`src/particle_weight_update_and_draw_defines.svh`:
```
// Assertion macros shared by the particle weight block.
// Used by files that hold concurrent checks; expects clk_i and rst_ni in scope.
`ifndef PARTICLE_WEIGHT_UPDATE_AND_DRAW_DEFINES_SVH
`define PARTICLE_WEIGHT_UPDATE_AND_DRAW_DEFINES_SVH

// check, disabled while reset is held
`define PWUD_ASSERT(lbl, prop, msg) \
  lbl: assert property (@(posedge clk_i) disable iff (!rst_ni) prop) else $error(msg);

// check that must hold on every edge, reset included
`define PWUD_ASSERT_ALWAYS(lbl, prop, msg) \
  lbl: assert property (@(posedge clk_i) prop) else $error(msg);

`endif

```
`src/pwud_pkg.sv`:
```
// Shared constants, enums and controller/datapath structs for the particle weight block.
// No dependencies.
`default_nettype none

package pwud_pkg;

  localparam int PARTICLES = 256;            // power of two
  localparam int IDX_W     = $clog2(PARTICLES);
  localparam int CNT_W     = IDX_W + 1;
  localparam int WGT_W     = 24;
  localparam int Q_W       = WGT_W + 1;
  localparam int SUM_W     = WGT_W + IDX_W;
  localparam int DIV_W     = (SUM_W > 32) ? SUM_W : 32;
  localparam int DIV_STEPS = WGT_W;
  localparam int DCNT_W    = $clog2(DIV_STEPS + 1);

  localparam logic [Q_W-1:0]   ONE_Q24 = Q_W'(1) << WGT_W;
  localparam logic [WGT_W-1:0] MAX_Q24 = {WGT_W{1'b1}};
  localparam logic [WGT_W-1:0] INIT_W  = WGT_W'((1 << WGT_W) / PARTICLES);

  typedef enum logic [1:0] {
    DSEL_W,
    DSEL_POST,
    DSEL_NORM
  } div_sel_e;

  typedef enum logic [1:0] {
    RSEL_FRAC,
    RSEL_LAST,
    RSEL_HIT
  } res_sel_e;

  typedef enum logic [4:0] {
    S_IDLE,
    S_DIVW,
    S_WAITW,
    S_DIVP,
    S_WAITP,
    S_BL_RD,
    S_BL_MUL,
    S_BL_WR,
    S_SUM,
    S_SUM_END,
    S_SUM_CHK,
    S_D_MUL,
    S_D_SCAN,
    S_D_OUT,
    S_N_RD,
    S_N_DIV,
    S_N_WAIT,
    S_N_WR
  } ctrl_state_e;

  typedef struct packed {
    logic             load;       // accept input word
    logic             div_start;
    div_sel_e         div_sel;
    logic             w_ld;
    logic             rd_en;
    logic             wr_en;
    logic             use_item;   // address is the blended particle
    logic [IDX_W-1:0] addr;
    logic             wr_norm;    // write normalized value, else blend
    logic             acc_clr;
    logic             acc_en;
    logic             sum_ld;
    logic             prod_ld;
    logic             tgt_ld;
    logic             res_ld;
    res_sel_e         res_sel;
    logic             out_ld;
  } dp_cmd_t;

  typedef struct packed {
    logic in_draw;
    logic in_ok;
    logic last;
    logic is_draw;
    logic div_busy;
    logic div_done;
    logic acc_zero;
    logic hit;
    logic out_free;
  } dp_sts_t;

endpackage

`default_nettype wire

```
`src/pwud_ctrl.sv`:
```
// Controller state machine: sequences blend, sum, normalize and draw passes.
// Depends on pwud_pkg and the assertion macro header.
`default_nettype none
`include "particle_weight_update_and_draw_defines.svh"

module pwud_ctrl (
  input  wire logic              clk_i,
  input  wire logic              rst_ni,
  input  wire logic              in_valid_i,
  output logic                   in_ready_o,
  input  wire pwud_pkg::dp_sts_t sts_i,
  output pwud_pkg::dp_cmd_t      cmd_o
);
  import pwud_pkg::*;

  ctrl_state_e      state_q, state_d;
  logic [CNT_W-1:0] cnt_q, cnt_d;
  logic             pend_q;   // read data arrives this cycle
  logic             cnt_last;

  assign cnt_last = cnt_q == CNT_W'(PARTICLES - 1);

  always_ff @(posedge clk_i or negedge rst_ni) begin
    if (!rst_ni) begin
      state_q <= S_IDLE;
      cnt_q   <= '0;
      pend_q  <= 1'b0;
    end else begin
      state_q <= state_d;
      cnt_q   <= cnt_d;
      pend_q  <= cmd_o.rd_en && !cmd_o.use_item;
    end
  end

  // next state
  always_comb begin
    state_d = state_q;
    cnt_d   = cnt_q;
    case (state_q)
      S_IDLE: begin
        cnt_d = '0;
        if (in_valid_i) begin
          if (sts_i.in_draw) state_d = S_SUM;
          else if (sts_i.in_ok) state_d = S_DIVW;
        end
      end
      S_DIVW:  state_d = S_WAITW;
      S_WAITW: if (sts_i.div_done) state_d = S_DIVP;
      S_DIVP:  state_d = S_WAITP;
      S_WAITP: if (sts_i.div_done) state_d = S_BL_RD;
      S_BL_RD:  state_d = S_BL_MUL;
      S_BL_MUL: state_d = S_BL_WR;
      S_BL_WR: begin
        cnt_d   = '0;
        state_d = sts_i.last ? S_SUM : S_IDLE;
      end
      S_SUM: begin
        cnt_d = cnt_q + CNT_W'(1);
        if (cnt_last) state_d = S_SUM_END;
      end
      S_SUM_END: state_d = S_SUM_CHK;
      S_SUM_CHK: begin
        cnt_d = '0;
        if (sts_i.is_draw) state_d = sts_i.acc_zero ? S_D_OUT : S_D_MUL;
        else state_d = sts_i.acc_zero ? S_IDLE : S_N_RD;
      end
      S_D_MUL: begin
        cnt_d   = '0;
        state_d = S_D_SCAN;
      end
      S_D_SCAN: begin
        if (pend_q && sts_i.hit) begin
          state_d = S_D_OUT;
        end else if (cnt_q != CNT_W'(PARTICLES)) begin
          cnt_d = cnt_q + CNT_W'(1);
        end else begin
          state_d = S_D_OUT;
        end
      end
      S_D_OUT: if (sts_i.out_free) state_d = S_IDLE;
      S_N_RD:   state_d = S_N_DIV;
      S_N_DIV:  state_d = S_N_WAIT;
      S_N_WAIT: if (sts_i.div_done) state_d = S_N_WR;
      S_N_WR: begin
        if (cnt_last) begin
          cnt_d   = '0;
          state_d = S_IDLE;
        end else begin
          cnt_d   = cnt_q + CNT_W'(1);
          state_d = S_N_RD;
        end
      end
      default: state_d = S_IDLE;
    endcase
  end

  // commands
  always_comb begin
    cmd_o         = '0;
    cmd_o.div_sel = DSEL_W;
    cmd_o.res_sel = RSEL_LAST;
    cmd_o.addr    = cnt_q[IDX_W-1:0];
    in_ready_o    = 1'b0;
    case (state_q)
      S_IDLE: begin
        in_ready_o    = 1'b1;
        cmd_o.load    = in_valid_i;
        cmd_o.acc_clr = 1'b1;
      end
      S_DIVW: cmd_o.div_start = 1'b1;
      S_DIVP: begin
        cmd_o.w_ld      = 1'b1;
        cmd_o.div_start = 1'b1;
        cmd_o.div_sel   = DSEL_POST;
      end
      S_BL_RD: begin
        cmd_o.rd_en    = 1'b1;
        cmd_o.use_item = 1'b1;
      end
      S_BL_MUL: cmd_o.prod_ld = 1'b1;
      S_BL_WR: begin
        cmd_o.wr_en    = 1'b1;
        cmd_o.use_item = 1'b1;
        cmd_o.acc_clr  = 1'b1;
      end
      S_SUM: begin
        cmd_o.rd_en  = 1'b1;
        cmd_o.acc_en = pend_q;
      end
      S_SUM_END: cmd_o.acc_en = pend_q;
      S_SUM_CHK: begin
        cmd_o.sum_ld  = 1'b1;
        cmd_o.res_ld  = sts_i.is_draw && sts_i.acc_zero;
        cmd_o.res_sel = RSEL_FRAC;
      end
      S_D_MUL: begin
        cmd_o.tgt_ld  = 1'b1;
        cmd_o.acc_clr = 1'b1;
        cmd_o.res_ld  = 1'b1;
        cmd_o.res_sel = RSEL_LAST;
      end
      S_D_SCAN: begin
        cmd_o.acc_en = pend_q;
        if (pend_q && sts_i.hit) begin
          cmd_o.res_ld  = 1'b1;
          cmd_o.res_sel = RSEL_HIT;
        end else if (cnt_q != CNT_W'(PARTICLES)) begin
          cmd_o.rd_en = 1'b1;
        end
      end
      S_D_OUT: cmd_o.out_ld = sts_i.out_free;
      S_N_RD:  cmd_o.rd_en = 1'b1;
      S_N_DIV: begin
        cmd_o.div_start = 1'b1;
        cmd_o.div_sel   = DSEL_NORM;
      end
      S_N_WAIT: cmd_o.div_sel = DSEL_NORM;
      S_N_WR: begin
        cmd_o.wr_en   = 1'b1;
        cmd_o.wr_norm = 1'b1;
      end
      default: ;
    endcase
  end

  `PWUD_ASSERT(a_out_free, cmd_o.out_ld |-> sts_i.out_free, "result loaded over a held word")
  `PWUD_ASSERT(a_div_idle, cmd_o.div_start |-> !sts_i.div_busy, "divider restarted while busy")
  `PWUD_ASSERT(a_cnt_range, cnt_q <= CNT_W'(PARTICLES), "pass counter out of range")
  `PWUD_ASSERT_ALWAYS(a_one_port, !(cmd_o.rd_en && cmd_o.wr_en), "read and write in one cycle")

endmodule

`default_nettype wire

```
`config.mk`:
```
export PLATFORM = sky130hd
export DESIGN_NAME = pwud_ctrl
export DESIGN_NICKNAME = d
export VERILOG_FILES = /design/src/pwud_pkg.sv /design/src/pwud_ctrl.sv
export VERILOG_INCLUDE_DIRS = /design/src /design/src/src
export SDC_FILE = /design/constraint.sdc
export NUM_CORES = 1
export LEC_CHECK = 0
export BUFFER_PORTS_ARGS = -buffer_cell sky130_fd_sc_hd__buf_2
export CORE_MARGIN = 2
export CORE_UTILIZATION = 35
export CTS_CLUSTER_SIZE = 12
export DETAILED_ROUTE_END_ITERATION = 6
export GPL_TIMING_DRIVEN = 1
export PLACE_DENSITY = 0.69
export SLEW_MARGIN = 20
export SYNTH_ARGS = -nofsm -noshare
export SYNTH_HDL_FRONTEND = slang
export SYNTH_SLANG_ARGS = --single-unit
```
`constraint.sdc`:
```
create_clock -name clk_i -period 6.28 [get_ports clk_i]
set_input_delay 0 -clock clk_i [delete_from_list [all_inputs] [get_ports clk_i]]
set_output_delay 0 -clock clk_i [all_outputs]
set_load 0.1 [all_outputs]
```
======== Word-level counts from Yosys, hierarchy flattened ========
Cells that the tools add are included.
W data, S select, Z words.
word-level totals
  register bits after elaboration ......... 15
  input port bits ......................... 12
operators by class
  add/subtract/negate cells ............... 1
  eq/ne operators ......................... 29
  mux-type cells .......................... 39
  reduce and logical (&&, ||, !) cells .... 16
operators by type and width
  cell                   number
  $pmux W5 S18           1
  $mux W5                10
  $eq A5 B4 Y1 const B   8
  $pmux W9 S4            1
  $mux W9                3
  $eq A5 B3 Y1 const B   4
  $mux W4                4
  $ne A2 B2 Y1 const B   8
  $mux W1                15
  $reduce_or A3 Y1       4
  $eq A5 B2 Y1 const B   2
  $eq A5 B5 Y1 const B   2
  $add A9 B1 Y9 const B  1
  $eq A9 B8 Y1 const B   1
  $ne A9 B9 Y1 const B   1
  $pmux W3 S3            1
  $reduce_and A8 Y1      1
  $mux W3                2
  $ne A3 B3 Y1 const B   2
  $reduce_or A2 Y1       3
  $eq A5 B1 Y1 const B   1
  $logic_not A5 Y1       1
  $pmux W2 S2            1
  $reduce_bool A4 Y1     1
  other kinds (5)        7

======== Depth between registers and ports, before layout ========
Gate-level depths: netlist of the first run.
  depth after elaboration ................. 5
  depth in mapped cells ................... 11

======== Worst setup path before layout of the first run ========
OpenSTA, ideal clock, no wires.
  path kind ............................... register to output
  start ................................... register state_q[3]
  end ..................................... output port cmd_o[7] (netlist bit)
  arrival ................................. 3.957 ns
  path slack .............................. 2.323 ns
  cell stages (with the launch flop) ...... 4
  path buffers ............................ 1
  path through ............................ dfrtp_1 > clkbuf_1 > nor2b_1 > nor4bb_1
RTL lines
  what                      RTL line         RTL
  start: declaration        pwud_ctrl.sv:16  ctrl_state_e state_q, state_d;
  start signal: assignment  pwud_ctrl.sv:29  state_q <= state_d;
  end: declaration          pwud_ctrl.sv:12  output pwud_pkg::dp_cmd_t cmd_o

======== Final worst setup path of the first run ========
  start ................................... register cnt_q[1]
  end ..................................... register state_q[3]
on the way
  longest elaborated chain between the ends .. 3
ends and longest elaborated chain
  what                                               RTL line                          RTL
  start: declaration                                 pwud_ctrl.sv:17                   logic [CNT_W-1:0] cnt_q, cnt_d;
  start signal: assignment                           pwud_ctrl.sv:30                   cnt_q <= cnt_d;
  $eq A9 B8 Y1 or $ne A9 B9 Y1 (tied branches)       pwud_ctrl.sv:21, pwud_ctrl.sv:74
  $mux W4, or another cell as far along              pwud_ctrl.sv:85                   if (cnt_last) begin
  $pmux W5 S18 or $reduce_and A8 Y1 (tied branches)  n/a
Parallel ways exist; a longest one is shown, timed or not.
A chain may end at the register's enable or synchronous reset.

==> impl_results.md, run 1 <==
- Status: complete, no violations
- IO buf count: 37
- CTS max path bufs: 2
- Final Setup Violations: 0
- Routability cong.: 0.761
- # resized after CTS: 0
- Clk_skew: 0.00337 ns
- Area leader, netlist: dfrtp_1
- R2R Setup Slk: 3.81 ns
- DP Wirelength: 2620 um
- Residual DRC: 0
- Flip-flop and latch area: 375 um^2
- Sequential share of the synthesized area: 24.4%
- Footprint of the multi-input gates: 992 um^2
- Worst Setup SP: cnt_q[1]
- Number of diodes: 0
- Filler cell count: 463
- Yosys reg bits: 15
- Area share of fa/ha/maj cells after synthesis: 6.52%
- Drt pass-1 iters: 5
- Min-delay src: sts_i[0]
- First-pass GRT wire length: 6170 um
- All-Layer GR Usage: 15.1%
- Die ar.: 4930 um^2
- Final ANT Viol Nets: 0
- Worst Hold Class: primary input to flip-flop
- Yosys warns: 0
- CTS Buf Count: 3
- Compound-Gate Fraction of Synth Area: 24.9%
- Vias per cell: 5.57
- CP top delay family: compound AO/OA/AOI/OAI gates
- Clk sink count: 15
- Clk Latency, worst-skew pair: 0.26 ns
- WP buf/inv: 1
- Post-synth ARST share: 100%
- Num ports: 39
- Final Hold Fails: 0
- Initial Util: 35.8%
- Synth top cells by count: nor2_1 (20), dfrtp_1 (15), nand2_1 (13)
- Syn Area/Cell: 8.08 um^2
- Global route overflow: 0
- Setup TNS: 0 ns
- DR vias: 1,466
- Largest family of logic cells by synthesized area: simple AND/OR/NAND/NOR gates
- Root Buffer: clkbuf_8
- Minimum clock period: 2.47 ns
- Area Overhead vs Synth: 11.2%
- H-tree depth: 1
- Synth area leaders: dfrtp_1 (24%), ha_1 (6.5%), buf_4 (5.9%)
- NumNets Final: 232
- Post-synthesis xor/xnor area fraction: 0.570%
- Cells after synthesis: 190
- Largest net degree at the start of global routing: 26
- Final period util: 39.3%
- Max incr delay on CP: 0.58 ns
- Mux share of post-synthesis cell area: 1.47%
- Mapped Area: 1540 um^2
- Die width: 70.2 um
- Number of synthesized flops with an enable pin: 0
- Simple-gate share of the synthesized area: 31.1%
- CORE AREA: 4290 um^2
- Worst Path Required: 6.40 ns
- Setup crit end kind: flip-flop
- Ys flop type: dfrtp_1
- Worst-Margin Slew: 0.731 ns
- RR Startpoint: cnt_q[1]
- Vias in the first global route: 1,350
- Fin. max-slew vios: 0
- CP max FO: 6
- Die height: 70.2 um
- Slowest-stage cell, CP: a2111oi_0
- Hold_ws: 0.0812 ns
- Distinct cells, synth: 51
- Initial antenna violation count: 0
- Top cell type's share of synthesized area: 24.4%
- Worst Setup Path Type: flip-flop to flip-flop
- Max Cap Viol: 0
- Startpoint types: flip-flop
- Ratio of cells with drive above 1 in the final layout: 25.6%
- TritonCTS clock tree: yes
- Final WL: 3610 um
- Count leader, synth: nor2_1
- Headroom to the max-slew limit: 51.3%
- Setup bufs post-CTS: 0
- Clk slew on worst S/H paths: 0.07 ns
- Critical Path AT: 2.59 ns
- FP Rows: 24
- WL/cell: 13.7 um
- RSZ-0062 raised after global routing: false
- Fmax: 405 MHz
- Critical path cell sequence: ha_1 -> nand3_1 -> nor2_1 -> nand3_1 -> inv_1 -> ha_1 -> nand3b_1 -> a21oi_1 -> a2111oi_0 -> o21ai_0
- Initial DRC count: 48
- Post-Syn Nets: 210
==> registers in the layout, indices dropped and copies added (netlist names) <==
signal,flops
pend_q,1
state_q,5
cnt_q,9
==> layout by cell type (no fill, tap or decap), types with 4 or more instances in the layout <==
master    instances
a21oi_1          10
nor2b_1           5
inv_1             9
nand2b_1          4
ha_1              8
a21o_1            4
a22o_1            5
buf_2            37
and3_1            5
dfrtp_1          15
nand3_1           6
nor2_1           20
nor3_1            6
nand2_1          13
o21ai_0          11
nand3b_1          4
==> final timing paths <==
path | depth (start not counted) | end
max | 10 | state_q[3]
min | 3 | state_q[0]
max reg2reg | 10 | state_q[3]
min reg2reg | 2 | cnt_q[8]
max in group asynchronous | 2 | state_q[1]
min in group asynchronous | 2 | cnt_q[7]
==> what timing repair did <==
item | CTS | global route
endpoints found under the hold margin | 15 | 0
setup endpoints to repair | 0 | 0
hold buffers | 1 | 0
==> kinds of logic (layout without fill, tap and decap cells) <==
family	count (synthesis)	in the layout
mux	2	2
compound gates	51	51
xor+xnor	1	1
buf+inv	30	51
flops	15	15
fa+ha+maj	8	8
simple gates	83	83
==> routing by layer <==
metal  vias up  track usage (%)  routed length (um)
li1        714                -                   -
met1       712             19.7                1680
met2        35             25.8                1720
met3         5             3.46                 180
met4         0             2.56                  25
met5         -                0                   0
==> worst register-to-register path, stage by stage (launching register included) <==
cell and delay, ns:
dfrtp_1 0.42, ha_1 0.21, nand3_1 0.15, nor2_1 0.19
nand3_1 0.13, inv_1 0.08, ha_1 0.19, nand3b_1 0.12
a21oi_1 0.09, a2111oi_0 0.58, o21ai_0 0.15
==> final cells by class <==
type                       instances  area share [%]
clock buffer                       3            2.42
timing repair buffer              38            11.4
inverter                           9            1.98
clock inverter                     1           0.293
tap                               52            3.81
sequential                        15            22.0
multi-input combinational        145            58.1
==> per-stage QoR <==
stage / cell area [um^2] / instances / setup slack (ns) / utilization [%]
2_1_floorplan: 1540 / 190 / 2.32 / -
3_3_place_gp: 1650 / 258 / 3.85 / 38.5
3_5_place_dp: 1650 / 258 / 3.84 / 38.5
4_1_cts: 1710 / 263 / 3.80 / 39.8
5_1_grt: 1710 / 263 / 3.65 / 39.8
6_report: 1710 / 263 / 3.81 / 39.8
Power of run 1 is not shown: default switching activity piles up to over one toggle a cycle in this logic, so the estimate is an artifact.
==> inputs of run 2 (changes only) <==
Clock period 6.28 ns to 2.5 ns, I/O delays scaled along.
==> run 2 against run 1 <==
  * Utilization rose by 2.6 points
  * Setup slack worse by 3.7 ns
  * Non-clock buffer count increased by 7
  * Worst hold slack better by 0.016 ns
  * Die area unchanged
  * Register-to-register slack got worse by 3.6 ns
  * Critical path depth fell by 3
  * Wire length is 3.2% higher
  * Critical endpoint is now cmd_o[20]
  * First-iteration DRC count down 13%
  * Final cell count up 2.7%
==> impl_results.md, run 2 (synthesized netlist as in run 1, its figures left out) <==
- Status: complete, no violations
- CP max FO: 13
- Initial antenna violation count: 0
- Max incr delay on CP: 0.65 ns
- Reg-to-reg endpoint: cnt_q[3]
- WP buf/inv: 2
- Clk_skew: 0.00413 ns
- Fin. max-slew vios: 0
- Area Overhead vs Synth: 18.6%
- Largest net degree at the start of global routing: 23
- Number of diodes: 0
- Drt pass-1 iters: 4
- Slowest-stage cell, CP: dfrtp_1
- Final WL: 3720 um
- Worst Hold Class: primary input to flip-flop
- Final Setup Violations: 0
- Min-delay src: sts_i[0]
- CORE AREA: 4290 um^2
- Met3 layer usage reported by global route: 2.45%
- Setup TNS: 0 ns
- Root Buffer: clkbuf_8
- Setup crit end kind: primary output
- TritonCTS clock tree: yes
- WL/cell: 13.8 um
- Die ar.: 4930 um^2
- Clk Latency, worst-skew pair: 0.25 ns
- CTS max path bufs: 2
- CP top delay family: buffers and inverters
- DP Wirelength: 2830 um
- Filler cell count: 444
- Setup bufs post-CTS: 0
- Worst Path Required: 2.50 ns
- Num ports: 39
- Worst Setup Path Type: flip-flop to primary output
- GRT busiest layer: met2
- Startpoint types: flip-flop
- Hold depth: 3
- Clk sink count: 15
- Residual DRC: 0
- Worst-Margin Slew: 0.657 ns
- RR Startpoint: cnt_q[0]
- H-tree depth: 1
- Most common cell after layout, fill and taps aside: buf_2
- Vias in the first global route: 1,330
- Top reg by flops: cnt_q
- Critical path cell sequence: buf_4 -> or2b_1 -> nor2_1 -> a21oi_1 -> o22a_1 -> o21ai_2 -> buf_2
- Max Cap Viol: 0
- Met2 GRT Util: 25.1%
- M1 GR Usage: 20.9%
- First-pass GRT wire length: 6220 um
- Routability cong.: 0.789
- Worst-case reg-to-reg path depth: 7
- Final ANT Viol Nets: 0
- Minimum clock period: 2.37 ns
- CTS Buf Count: 3
- Clk slew on worst S/H paths: 0.06 ns
- Die height: 70.2 um
- R2R Setup Slk: 0.17 ns
- FP Rows: 24
- NumNets Final: 239
- Ratio of cells with drive above 1 in the final layout: 33.0%
- Number of flip-flops in the largest register: 9
- RSZ-0062 raised after global routing: true
- Critical Path AT: 2.37 ns
- Highest-count cells in the layout ignoring fill and taps: buf_2 (37), nor2_1 (17), dfrtp_1 (15), nand2_1 (13), o21ai_0 (10)
- IO buf count: 37
- Headroom to the max-slew limit: 55.8%
- Initial DRC count: 42
- Initial Util: 35.8%
- DR vias: 1,469
- Hold endpoint: state_q[0]
- Final period util: 94.7%
- Fmax: 423 MHz
- All-Layer GR Usage: 15.3%
- Top Registers: cnt_q x9, state_q x5, pend_q x1
- Vias per cell: 5.44
- Die width: 70.2 um
- Global route overflow: 0
- Final Hold Fails: 0
## run 2: worst max path at each step
| stage | cells after the start | start | endpoint |
|---|---|---|---|
| after detailed placement | 10 | cnt_q[1] | state_q[2] |
| final | 7 | state_q[3] | cmd_o[20] |
| after CTS | 10 | cnt_q[1] | state_q[2] |
| after global placement | 10 | cnt_q[1] | state_q[2] |
| after global routing | 10 | cnt_q[1] | state_q[2] |
| after floorplan | 4 | state_q[2] | cmd_o[3] |
## run 2: metrics by stage
| stage | setup WS, ns | cell area, um^2 | hold slack [ns] | utilization (%) | instances |
|---|---|---|---|---|---|
| after global placement | 0.149 | 1750 | -0.0809 | 40.6 | 265 |
| after CTS | 0.0917 | 1800 | 0.0877 | 41.9 | 270 |
| after detailed placement | 0.129 | 1750 | -0.0718 | 40.6 | 265 |
| after global routing | -0.0129 | 1820 | 0.116 | 42.4 | 270 |
| final | 0.133 | 1820 | 0.0968 | 42.4 | 270 |
| after floorplan | -0.467 | 1580 | -0.296 | - | 190 |
## run 2: what timing repair did
action | in CTS | in global routing
hold buffers | 1 | 0
endpoints found under the hold margin | 15 | 0
resized for setup | 0 | 5
setup endpoints to repair | 0 | 4
## run 2: final cells by class
cell class | instances | area [um^2] | area share (%)
multi-input cells | 145 | 1050 | 57.9
flip-flops and latches | 15 | 375 | 20.6
repair buffers | 45 | 248 | 13.6
well taps | 52 | 65.1 | 3.57
clock buffers | 4 | 45.0 | 2.47
inverters | 9 | 33.8 | 1.86
## run 2: tightest hold or removal path, stage by stage
cell,delay (ns)
buf_2,0.09
nor4b_1,0.06
a21o_1,0.15
## run 2: metal layers
layer | part of all wire, % | vias to the layer above
met2 | 48 | 36
met5 | 0 | -
li1 | - | 736
met1 | 48 | 693
met4 | 0.86 | 0
met3 | 3.6 | 4
Power of run 2 is left out for the same reason.
